### src/hw/rtl/fsh_pkg.sv
package fsh_pkg;

	localparam int MAX_WIDTH   = 1024;
	localparam int COL_W       = $clog2(MAX_WIDTH);
	localparam int WIDTH_W     = 11;
	localparam int HEIGHT_W    = 16;
	localparam int PIX_W       = 8;
	localparam int ERR_W       = 9;
	localparam int CARRY_W     = 8;
	localparam int QUEUE_DEPTH = 2;
	localparam int OUT_DEPTH   = 2;
	localparam int CFG_IDX_W   = 1;
	localparam int CFG_DATA_W  = 16;

	localparam logic [CFG_IDX_W-1:0] REG_IMAGE_WIDTH  = 1'd0;
	localparam logic [CFG_IDX_W-1:0] REG_IMAGE_HEIGHT = 1'd1;

	localparam logic [WIDTH_W-1:0]  WIDTH_RESET  = 11'd512;
	localparam logic [HEIGHT_W-1:0] HEIGHT_RESET = 16'd512;

	localparam logic [3:0] K_RIGHT  = 4'd7;
	localparam logic [3:0] K_BEHIND = 4'd3;
	localparam logic [3:0] K_BELOW  = 4'd5;
	localparam logic [3:0] K_AHEAD  = 4'd1;

	// one classified pixel between front and back
	typedef struct packed {
		logic [PIX_W-1:0] pixel;
		logic [COL_W-1:0] col;
		logic [COL_W-1:0] behind;
		logic             first;
		logic             last_col;
		logic             last_row;
		logic             top;
	} item_t;

	typedef struct packed {
		logic white;
		logic row_end;
		logic frame_end;
	} res_t;

	// k/16 of e, rounded half away from zero
	function automatic logic signed [ERR_W-1:0] share(input logic signed [CARRY_W-1:0] e,
			input logic [3:0] k);
		logic [CARRY_W-1:0] mag;
		logic [11:0]        prod;
		logic [ERR_W-1:0]   q;
		mag  = e[CARRY_W-1] ? CARRY_W'(-e) : CARRY_W'(e);
		prod = 12'(mag) * 12'(k) + 12'd8;
		q    = ERR_W'(prod[11:4]);
		share = e[CARRY_W-1] ? $signed(-q) : $signed(q);
	endfunction

endpackage

### src/hw/rtl/fsh_front.sv
module fsh_front (
	input  logic                    clk,
	input  logic                    arst_n,
	input  logic                    accept,
	input  logic [7:0]              pixel,
	input  logic [10:0]             image_width,
	input  logic [15:0]             image_height,
	output fsh_pkg::item_t          item
);
	import fsh_pkg::*;

	logic [WIDTH_W-1:0]  w_eff;
	logic [COL_W-1:0]    wl;
	logic [COL_W-1:0]    cnt;
	logic [COL_W-1:0]    col;
	logic [HEIGHT_W-1:0] h_last;
	logic                odd;
	logic                last_col;
	logic                last_row;
	logic [COL_W-1:0]    column_count_q;
	logic [HEIGHT_W-1:0] row_count_q;

	always_comb begin
		if (image_width == '0) begin
			w_eff = WIDTH_W'(1);
		end else if (int'(image_width) > MAX_WIDTH) begin
			w_eff = WIDTH_W'(MAX_WIDTH);
		end else begin
			w_eff = image_width;
		end
	end

	assign wl       = COL_W'(w_eff - WIDTH_W'(1));
	assign cnt      = (column_count_q > wl) ? wl : column_count_q;
	assign h_last   = (image_height == '0) ? '0 : image_height - HEIGHT_W'(1);
	assign odd      = row_count_q[0];
	assign last_col = (cnt == wl);
	assign last_row = (row_count_q >= h_last);
	assign col      = odd ? (wl - cnt) : cnt;

	always_comb begin
		item.pixel    = pixel;
		item.col      = col;
		item.behind   = odd ? (col + COL_W'(1)) : (col - COL_W'(1));
		item.first    = (cnt == '0);
		item.last_col = last_col;
		item.last_row = last_row;
		item.top      = (row_count_q == '0);
	end

	always_ff @(posedge clk or negedge arst_n) begin
		if (!arst_n) begin
			column_count_q <= '0;
			row_count_q    <= '0;
		end else if (accept) begin
			if (last_col) begin
				column_count_q <= '0;
				row_count_q    <= last_row ? '0 : row_count_q + HEIGHT_W'(1);
			end else begin
				column_count_q <= cnt + COL_W'(1);
			end
		end
	end

endmodule

### config.mk
export PLATFORM = sky130hd
export DESIGN_NAME = fsh_front
export DESIGN_NICKNAME = d
export VERILOG_FILES = /design/src/hw/rtl/fsh_pkg.sv /design/src/hw/rtl/fsh_front.sv
export SDC_FILE = /design/constraint.sdc
export NUM_CORES = 1
export LEC_CHECK = 0
export ABC_AREA = 1
export BUFFER_PORTS_ARGS = -buffer_cell sky130_fd_sc_hd__buf_2
export CORE_UTILIZATION = 30
export CTS_BUF_LIST = sky130_fd_sc_hd__clkbuf_16
export DETAILED_ROUTE_END_ITERATION = 6
export GPL_ROUTABILITY_DRIVEN = 0
export PLACE_DENSITY = 0.58
export SYNTH_ARGS = -nofsm -noshare
export SYNTH_HDL_FRONTEND = slang
export SYNTH_SLANG_ARGS = --single-unit
### constraint.sdc
create_clock -name clk -period 6.98 [get_ports clk]
set_clock_uncertainty 0.15 [all_clocks]
set_input_delay 0.349 -clock clk [delete_from_list [all_inputs] [get_ports clk]]
set_output_delay 0.349 -clock clk [all_outputs]
set_load 0.02 [all_outputs]
# == Word-level counts from Yosys, hierarchy flattened ==
# Index checks and enable logic that the tools add are counted.
# classes
magnitude_cmp,3
n_div,0
reduce_logical,5
n_shift,0
muxes,8
multipliers,0
eq_ne,1
n_bitwise,0
addsub,7
# ops
cell,n
$mux 10,6
$logic_not 16->1,2
$mux 16,2
$add 10x1->10 const B,2
$sub 10x1->10 const B,2
$add 16x1->16 const B,1
$ge 16x16->1,1
$sub 16x1->16 const B,1
$gt 11x11->1 const B,1
$logic_not 11->1,1
$eq 10x10->1,1
$gt 10x10->1,1
$logic_not 10->1,1
$sub 10x10->10,1
$reduce_and 2->1,1
# totals
ramBits,0
n_memories,0
mem_bits_ro,0
latchBits,0
ff_bits,26
in_bits,38

# == Longest topological paths before layout ==
# depth
ltp_word,10
mapped_depth,39
ltp_nobuf,39

# == Worst setup path before layout ==
# OpenSTA, ideal clock, no wires.
# synth_path
kind,input port to output port
startpoint,input image_width[8]
endpoint,output item[13] (netlist name)
slack_ps,1507
stages,29
arrival_ps,4974
required_ps,6481
cell_sequence,nor2_1 > nand3_2 > o21bai_4 > nand2_2 > ha_1 > or2_2 > nand2_1 > inv_1 > ha_1 > nand2_1 > nor2_1 > nand4_2 > nand2_4 > inv_2 > o21ai_0 > inv_1 > ha_1 > inv_1 > o21bai_1 > a31oi_1 > xor2_1 > o21ai_0 > ha_1 > inv_1 > a21oi_1 > nand3_1 > nand3_1 > nand2_1 > nand2_1
# synth_rtl
element,line_no,source
"start, declared",fsh_front.sv:6,"input logic [10:0] image_width,"
"end, declared",fsh_front.sv:8,output fsh_pkg::item_t item

==> out/results.txt <==
hold_buf cts -> 1
total power -> 2.41 mW
NumNets Final -> 779
Die W -> 119 microns
dpl cell area -> 0.00445 sq mm
DIE AREA -> 0.0141 sq mm
Skew-Pair Late Insertion Delay -> 270 ps
Hold WS -> 282 ps
RSZ-0062 raised after global routing -> no
Area growth syn-to-layout -> 11.8%
Yosys cell types -> 47
placed insts -> 876
initial antenna violation count -> 0
Required @ worst endpoint -> 6480 ps
drt wl/cell -> 11.8 microns
Syn Area/Cell -> 6.14 sq um
fin util -> 34.4%
commonest cells in the netlist -> nand2_1, inv_1, nand3_1
Hold Crit Class -> input port to flop
Max rail drop VDD -> 0.000175 V
CTS root buffer -> clkbuf_16
crit path max fanout -> 28
Max Cap Viol -> 0
largest net degree at the start of global routing -> 29
#FFs+latches synth -> 26
Syn Inst Count -> 664
drt total wl -> 10400 microns
Initial Utilization -> 30.8%
CP arrival -> 5320 ps
fin worst setup slack -> 1160 ps
Critical Path Start Type -> input port
DRT Pass-1 Iters -> 5
Top FF cell, synth -> dfrtp_1
CP max-delay cell -> ha_1
fin cells -> 881
asr flop ratio synth -> 100%
number of synthesis warnings -> 0
Sw Ratio -> 59.9%
sequential group share of total power -> 11.2%
Fin. Hold Viols -> 0
HPWL Detailed -> 8730 microns
total track usage -> 15.3%
TritonCTS clock tree -> yes
Cell Area, Synth -> 0.00408 sq mm
Synth area leaders -> dfrtp_1, nand2_1, ha_1, inv_1, nand3_1
Die Y -> 119 microns
max incr delay on CP -> 440 ps
cell with the most instances after synthesis -> nand2_1
CTS buffer count -> 3
H-tree Lvls -> 1
Reg area -> 651 sq um
Fillers -> 1519
DR iter-0 viols -> 232
most frequent CP cell -> ha_1
Int Power -> 0.967 mW
number of global-route vias before repair -> 3883
Max Slew Vio Count -> 0
Port Buf Inserts -> 53
Combinational Power Share -> 81.6%
first-pass GRT wire length -> 18000 microns
via count -> 4146
Remaining DRCs -> 0
Clk pwr share -> 7.2%
via density per instance -> 4.71
setup TNS -> 0 ps
post-place setup slack -> 1130 ps
CTS resizes -> 0
EDFF count, synth -> 0
share of the synthesized area in the top cell type -> 15.9%
core area -> 0.0132 sq mm
grt total ovfl -> 0
Psw -> 1.45 mW
post-route cell area -> 0.00456 sq mm
post-route ant nets -> 0
cell area power density -> 529 mW/mm^2
Antenna Cells -> 0
slew margin rel. -> 55.5%
fin crit period -> 5820 ps
status -> complete, no violations
Lkg Pwr -> 2.51 nW
sequential area share after synthesis -> 15.9%
CTS sink count -> 26
Net Count, Synth -> 737
# IOs -> 70
endpoints failing setup -> 0
post-CTS setup buffer count -> 0
WS Path Type -> input port to primary output
Final period util -> 83.4%
FMAX -> 0.172 GHz
Multi-input gate area -> 0.00289 sq mm
fraction of layout cells with a size suffix above 1 -> 14.5%
# rows -> 42
maximum clock path buffer count -> 2
worst slew pin tran -> 667 ps
Setup crit end kind -> primary output
Synth area leader -> dfrtp_1
Clock Pin Slew Worst Setup and Hold Paths -> 70 ps
cells by family after synthesis:
logic type,after synthesis,share of synthesized area [%]
xor gates and xnor gates,21,4.51
adders and majority gates,35,10.7
and+or+nand+nor,356,41.1
DFF,26,15.9
AOI/OAI and AO/OA,97,14.4
buffers and inverters,129,13.3
final timing paths:
path                                                from                             to  slack, ps  cells past startpoint
setup / recovery                          image_width[2]                       item[13]       1160                     34
hold / removal                                    accept  column_count_q[8]$_DFFE_PN0P_        280                      2
setup reg to reg              row_count_q[0]$_DFFE_PN0P_     row_count_q[2]$_DFFE_PN0P_       2550                     19
hold reg to reg            column_count_q[9]$_DFFE_PN0P_  column_count_q[9]$_DFFE_PN0P_        420                      2
max in group asynchronous                         arst_n    row_count_q[11]$_DFFE_PN0P_       5810                      2
min in group asynchronous                         arst_n  column_count_q[2]$_DFFE_PN0P_        470                      2
power groups by stage:
stage / clock network [mW] / logic (mW) / registers [mW]
2_1_floorplan: 0 / 1.50 / 0.248
3_3_place_gp: 0 / 1.97 / 0.277
3_5_place_dp: 0 / 1.98 / 0.275
4_1_cts: 0.174 / 1.99 / 0.273
5_1_grt: 0.182 / 2.23 / 0.282
6_report: 0.173 / 1.97 / 0.271
final cells by class:
class / count / share of cell area [%]
well taps: 176 / 4.83
inverters: 111 / 9.14
repair buffers: 55 / 6.20
clock buffers: 3 / 1.65
flip-flops and latches: 26 / 14.3
clock inverters: 1 / 0.658
multi-input cells: 509 / 63.3
state kept, by name (all words and copies together), names as in the netlist:
register	cells
column_count_q	10
row_count_q	16
cells in the final DEF (no fill, tap or decap), drive strengths merged, types with 8 or more instances in the layout:
cell and n:
xor2 14, ha 35, nor3 10, nand2 174
a21oi 23, inv 110, nand4 13, dfrtp 26
nor2 69, nand3 74, nor4 8, o21ai 38
buf 54
layer usage:
layer | up-vias | wire length [microns] | global-route usage, %
met2 | 59 | 4950 | 26.6
met1 | 1841 | 5110 | 20.4
met5 | - | 0 | 0
met4 | 0 | 52 | 2.06
met3 | 6 | 298 | 1.98
li1 | 2240 | - | -
worst max-delay path, delay by kind of cell:
kind,cells,cell delay [ps]
compound gates,8,1190
buf+inv,8,880
fa+ha+maj,4,1330
simple gates,13,1440
xor+xnor,1,150
Note: power is estimated with default switching activity, not from simulation.
