`src/hw/rtl/fsh_pkg.sv`:
```
package fsh_pkg;

	localparam int MAX_WIDTH   = 1024;
	localparam int COL_W       = $clog2(MAX_WIDTH);
	localparam int WIDTH_W     = 11;
	localparam int HEIGHT_W    = 16;
	localparam int PIX_W       = 8;
	localparam int ERR_W       = 9;
	localparam int CARRY_W     = 8;
	localparam int QUEUE_DEPTH = 2;
	localparam int OUT_DEPTH   = 2;
	localparam int CFG_IDX_W   = 1;
	localparam int CFG_DATA_W  = 16;

	localparam logic [CFG_IDX_W-1:0] REG_IMAGE_WIDTH  = 1'd0;
	localparam logic [CFG_IDX_W-1:0] REG_IMAGE_HEIGHT = 1'd1;

	localparam logic [WIDTH_W-1:0]  WIDTH_RESET  = 11'd512;
	localparam logic [HEIGHT_W-1:0] HEIGHT_RESET = 16'd512;

	localparam logic [3:0] K_RIGHT  = 4'd7;
	localparam logic [3:0] K_BEHIND = 4'd3;
	localparam logic [3:0] K_BELOW  = 4'd5;
	localparam logic [3:0] K_AHEAD  = 4'd1;

	// one classified pixel between front and back
	typedef struct packed {
		logic [PIX_W-1:0] pixel;
		logic [COL_W-1:0] col;
		logic [COL_W-1:0] behind;
		logic             first;
		logic             last_col;
		logic             last_row;
		logic             top;
	} item_t;

	typedef struct packed {
		logic white;
		logic row_end;
		logic frame_end;
	} res_t;

	// k/16 of e, rounded half away from zero
	function automatic logic signed [ERR_W-1:0] share(input logic signed [CARRY_W-1:0] e,
			input logic [3:0] k);
		logic [CARRY_W-1:0] mag;
		logic [11:0]        prod;
		logic [ERR_W-1:0]   q;
		mag  = e[CARRY_W-1] ? CARRY_W'(-e) : CARRY_W'(e);
		prod = 12'(mag) * 12'(k) + 12'd8;
		q    = ERR_W'(prod[11:4]);
		share = e[CARRY_W-1] ? $signed(-q) : $signed(q);
	endfunction

endpackage

```
`src/hw/rtl/fsh_queue.sv`:
```
module fsh_queue (
	input  logic           clk,
	input  logic           arst_n,
	input  logic           wr,
	input  fsh_pkg::item_t wr_item,
	input  logic           rd,
	output logic           full,
	output logic           empty,
	output fsh_pkg::item_t head
);
	import fsh_pkg::*;

	localparam int PTR_W = (QUEUE_DEPTH > 1) ? $clog2(QUEUE_DEPTH) : 1;
	localparam int CNT_W = $clog2(QUEUE_DEPTH + 1);

	item_t            slot_q [QUEUE_DEPTH];
	logic [PTR_W-1:0] wptr_q;
	logic [PTR_W-1:0] rptr_q;
	logic [CNT_W-1:0] cnt_q;
	logic             do_wr;
	logic             do_rd;

	assign full  = (cnt_q == CNT_W'(QUEUE_DEPTH));
	assign empty = (cnt_q == '0);
	assign head  = slot_q[rptr_q];
	assign do_wr = wr && !full;
	assign do_rd = rd && !empty;

	always_ff @(posedge clk) begin
		if (do_wr) begin
			slot_q[wptr_q] <= wr_item;
		end
	end

	always_ff @(posedge clk or negedge arst_n) begin
		if (!arst_n) begin
			wptr_q <= '0;
			rptr_q <= '0;
			cnt_q  <= '0;
		end else begin
			if (do_wr) begin
				wptr_q <= (int'(wptr_q) == QUEUE_DEPTH - 1) ? '0 : wptr_q + PTR_W'(1);
			end
			if (do_rd) begin
				rptr_q <= (int'(rptr_q) == QUEUE_DEPTH - 1) ? '0 : rptr_q + PTR_W'(1);
			end
			cnt_q <= cnt_q + CNT_W'(do_wr) - CNT_W'(do_rd);
		end
	end

endmodule

```
`config.mk`:
```
export PLATFORM = sky130hd
export DESIGN_NAME = fsh_queue
export DESIGN_NICKNAME = d
export VERILOG_FILES = /design/src/hw/rtl/fsh_pkg.sv /design/src/hw/rtl/fsh_queue.sv
export SDC_FILE = /design/constraint.sdc
export NUM_CORES = 1
export LEC_CHECK = 0
export BUFFER_PORTS_ARGS = -buffer_cell sky130_fd_sc_hd__buf_2
export CORE_MARGIN = 2
export CORE_UTILIZATION = 45
export DETAILED_ROUTE_END_ITERATION = 12
export GPL_ROUTABILITY_DRIVEN = 0
export PLACE_DENSITY = 0.81
export SETUP_SLACK_MARGIN = 0.2
export SLEW_MARGIN = 40
export SYNTH_ARGS = -nofsm -noshare
export SYNTH_HDL_FRONTEND = slang
export SYNTH_SLANG_ARGS = --single-unit
```
`constraint.sdc`:
```
create_clock -name clk -period 6.36 [get_ports clk]
set_input_delay 0.318 -clock clk [delete_from_list [all_inputs] [get_ports clk]]
set_output_delay 0.318 -clock clk [all_outputs]
set_load 0.05 [all_outputs]
```
# After elaboration in Yosys (flattened, before gate mapping)
# Memory sizes are Yosys's and may differ from the RTL's.
# Cells that the tools add are included.
dict set report word_totals {
  regBits 4
  ram_bits 64
  in_bits 36
  out_inout_bits 34
  word_cells 18
  mem_count 1
}
# name words word_bits rd rd_ports_with_merged_regs wr line_no
set memory_table {}
lappend memory_table {slot_q 2 32 1 0 1 fsh_queue.sv:16} ;# item_t slot_q [QUEUE_DEPTH];
dict set report classes {
  n_addsub 4
  eq_ne 1
  n_mux 4
  reduce_logical 5
}
# operator count
set op_table {}
lappend op_table {{$mux 1} 4}
lappend op_table {{$add 1x1->1 const B} 2}
lappend op_table {{$add 2x1->2} 1}
lappend op_table {{$eq 2x2->1 const B} 1}
lappend op_table {{$logic_and 1x1->1} 2}
lappend op_table {{$logic_not 1->1} 2}
lappend op_table {{$logic_not 2->1} 1}
lappend op_table {{$sub 2x1->2} 1}

# Longest topological paths before layout
dict set report depth {
  ltp_word 5
  ltp_mapped 7
  depth_no_buf 7
}

# Worst setup path after synthesis
# OpenSTA, ideal clock, no wires.
dict set report synth_path {
  path_kind {reg2reg}
  from {register cnt_q[1]}
  to {memory slot_q[0][0] in the netlist's numbering, enable pin}
  setup_ns 0.421
  arrival_time_ns 1.950
  t_required_ns 5.939
  path_slack_ns 3.989
  path_stages_with_launch 4
  n_path_buf 0
  period_less_slack_ns 2.371
  path_cell_list {dfrtp_1 nand2b_1 nand2_1 nor2_1}
}
dict set report synth_between {
  elab_chain_len 5
}
# item line_no
set synth_rtl {}
lappend synth_rtl {{start: declaration} fsh_queue.sv:19} ;# logic [CNT_W-1:0] cnt_q;
lappend synth_rtl {{start signal: assignment} fsh_queue.sv:47} ;# cnt_q <= cnt_q + CNT_W'(do_wr) - CNT_W'(do_rd);
lappend synth_rtl {{$eq 2x2->1} fsh_queue.sv:23} ;# assign full = (cnt_q == CNT_W'(QUEUE_DEPTH));
lappend synth_rtl {{$logic_not 1->1} fsh_queue.sv:26} ;# assign do_wr = wr && !full;
lappend synth_rtl {{$logic_and 1x1->1} fsh_queue.sv:26}
lappend synth_rtl {{$mux 1} fsh_queue.sv:30} ;# if (do_wr) begin
lappend synth_rtl {{$mux 1 (implied by the code)} fsh_queue.sv:31} ;# slot_q[wptr_q] <= wr_item;
lappend synth_rtl {{end: declaration} fsh_queue.sv:16}
# No other way between the ends.

==> metrics.txt <==
Pins Over Slew Limit 0; DIE AREA 6550 µm²; Worst slew margin 60.2%; Port Buffers 69; WS Path Type flop to primary output; hold_ws 0.178 ns; Yosys cell types 15; CTS tree built; DRT Wirelength 4070 µm; Pwr Total 1.77 mW; Final Hold Vio Count 0; slack of the worst reg-to-reg path 4.74 ns; setup TNS 0 ns; Max FO, Critical Path 33; first-pass GRT wire length 6110 µm; Setup WS pre-CTS 4.59 ns; DP HPWL 2780 µm; post-synthesis cell area 2660 µm²; Util after Layout 56.2%; H-tree levels 3; Core Area 5820 µm²; synthesized net count 156; TritonCTS Sinks 68; num rows 28; startpoint types flop; # placed instances 260; initial antenna violation count 1; Max-Cap Viols 0; Pre-Repair DR Iteration Count 4; Placed Area 3080 µm²; synthesized area per cell 22.6 µm²; clock buffer depth 2; Area Overhead vs Synth 22.8%; status finished clean; Ys Warns 0; CTS buffer count 9; Pwr per Cell Area 540 nW/µm²; drt via density 4.62; Non-Filler Instances 277; Worst Setup End Kind primary output; RSZ-0062 raised after global routing false; clock root cell clkbuf_8; vias in the first global route 1279; postcts setup bufs 0; DR iter-0 viols 79; sequential area share after synthesis 75.9%; Worst-path clk slew 0.07 ns; Finish-stage setup viols 0; Hold Crit Class input pin to flop; setup ws final 4.27 ns; die width 80.9 µm; layout cell share with drive strength beyond 1 58.9%; drt wl/cell 14.7 µm; fmax 478 MHz; GRT Total Usage 13.2%; I/O pins 70; Post-DRT Antenna Nets 0; final instance area 3270 µm²; post-layout min period 2.09 ns; CTS resizes 0; gr ovfl total 0; Initial Util 45.8%; Worst-Margin Slew 0.598 ns; final clock skew 0.00384 ns; critical path required time 6.04 ns; pin count of the biggest net entering global routing 34; maximum vdd drop 0.264 mV; Synth Instances 118; # fillers 498; #FFs+latches synth 68; crit path DAT 1.77 ns; P_leak 1.33 nW; vias after detailed routing 1281; DRC errors left 0; Tcrit/Tclk final 32.9%; # diodes 0; Die Height 80.9 µm; Clock Latency Late Sink 0.32 ns; Nets 235
area by class of cell:
class | instances | area, µm² | area share [%]
Clock buffer | 10 | 128 | 3.90
Tap cell | 75 | 93.8 | 2.87
Inverter | 2 | 7.51 | 0.230
Sequential cell | 68 | 2030 | 62.0
Timing Repair Buffer | 72 | 390 | 11.9
Clock inverter | 6 | 55.1 | 1.68
Multi-Input combinational cell | 44 | 569 | 17.4
worst max-delay path, cell delays in order (launching register included):
cell	delay (ns)
dfrtp_4	0.80
mux2_2	0.41
buf_2	0.21
report_power, final:
group / internal (mW) / total, mW / switching [mW]
registers: 0.616 / 0.703 / 0.0862
logic: 0.258 / 0.740 / 0.482
clock network: 0.177 / 0.323 / 0.146
cells by family (layout without fill, tap and decap cells):
| family | after synthesis | count (layout) | synth area share (%) |
|---|---|---|---|
| buf+inv | 6 | 90 | 2.96 |
| fa+ha+maj | 2 | 2 | 0.940 |
| xor+xnor | 4 | 4 | 1.32 |
| simple gates | 6 | 6 | 1.22 |
| flops | 68 | 68 | 75.9 |
| mux | 32 | 32 | 17.6 |
what timing repair did:
action / in CTS / in global routing
endpoints found under the setup margin: 0 / 0
hold buffers: 1 / 0
endpoints found under the hold margin: 4 / 0
layer usage:
layer  global-route usage (%)  routed length (µm)  share of wire, %  vias to the layer above
met2                     21.3                2170                53                       39
met1                     15.5                1580                39                      623
met3                     3.11                 238               5.8                        6
li1                         -                   -                 -                      613
met5                        0                   0                 0                        -
met4                     9.66                  85               2.1                        0
cells in the final DEF, fill, tap and decap left out, types with 2 or more instances in the layout:
cell,count
buf_2,69
clkbuf_8,9
clkinv_1,2
clkinv_2,2
dfrtp_1,3
edfxtp_1,64
ha_1,2
inv_1,2
mux2_2,3
mux2_4,29
xnor2_1,3
cell usage after synthesis:
master | count | share of area (%)
edfxtp_1 | 64 | 72
xnor2_1 | 3 | 0.99
buf_6 | 1 | 0.42
mux2_4 | 29 | 16
and3_1 | 1 | 0.24
ha_1 | 2 | 0.94
mux2_2 | 3 | 1.3
xor2_1 | 1 | 0.33
inv_1 | 2 | 0.28
nand2_1 | 1 | 0.14
dfrtp_1 | 4 | 3.8
nor2_1 | 2 | 0.28
nand2b_1 | 1 | 0.24
nor2b_2 | 1 | 0.33
buf_12 | 3 | 2.3
registers in the layout, indices dropped and copies added, names as in the netlist:
register and count:
rptr_q 1, cnt_q 2, wptr_q 1, slot_q 64
worst paths after layout:
| path | to | startpoint | cells after the start |
|---|---|---|---|
| max | head[25] | rptr_q$_DFFE_PN0P_ | 2 |
| min | slot_q[1][26]$_DFFE_PP_ | wr_item[26] | 1 |
| max reg2reg | slot_q[0][0]$_DFFE_PP_ | cnt_q[1]$_DFF_PN0_ | 4 |
| min reg2reg | cnt_q[1]$_DFF_PN0_ | cnt_q[1]$_DFF_PN0_ | 1 |
| max in group asynchronous | rptr_q$_DFFE_PN0P_ | arst_n | 2 |
| min in group asynchronous | wptr_q$_DFFE_PN0P_ | arst_n | 2 |
Note: power is estimated with default switching activity, not from simulation.
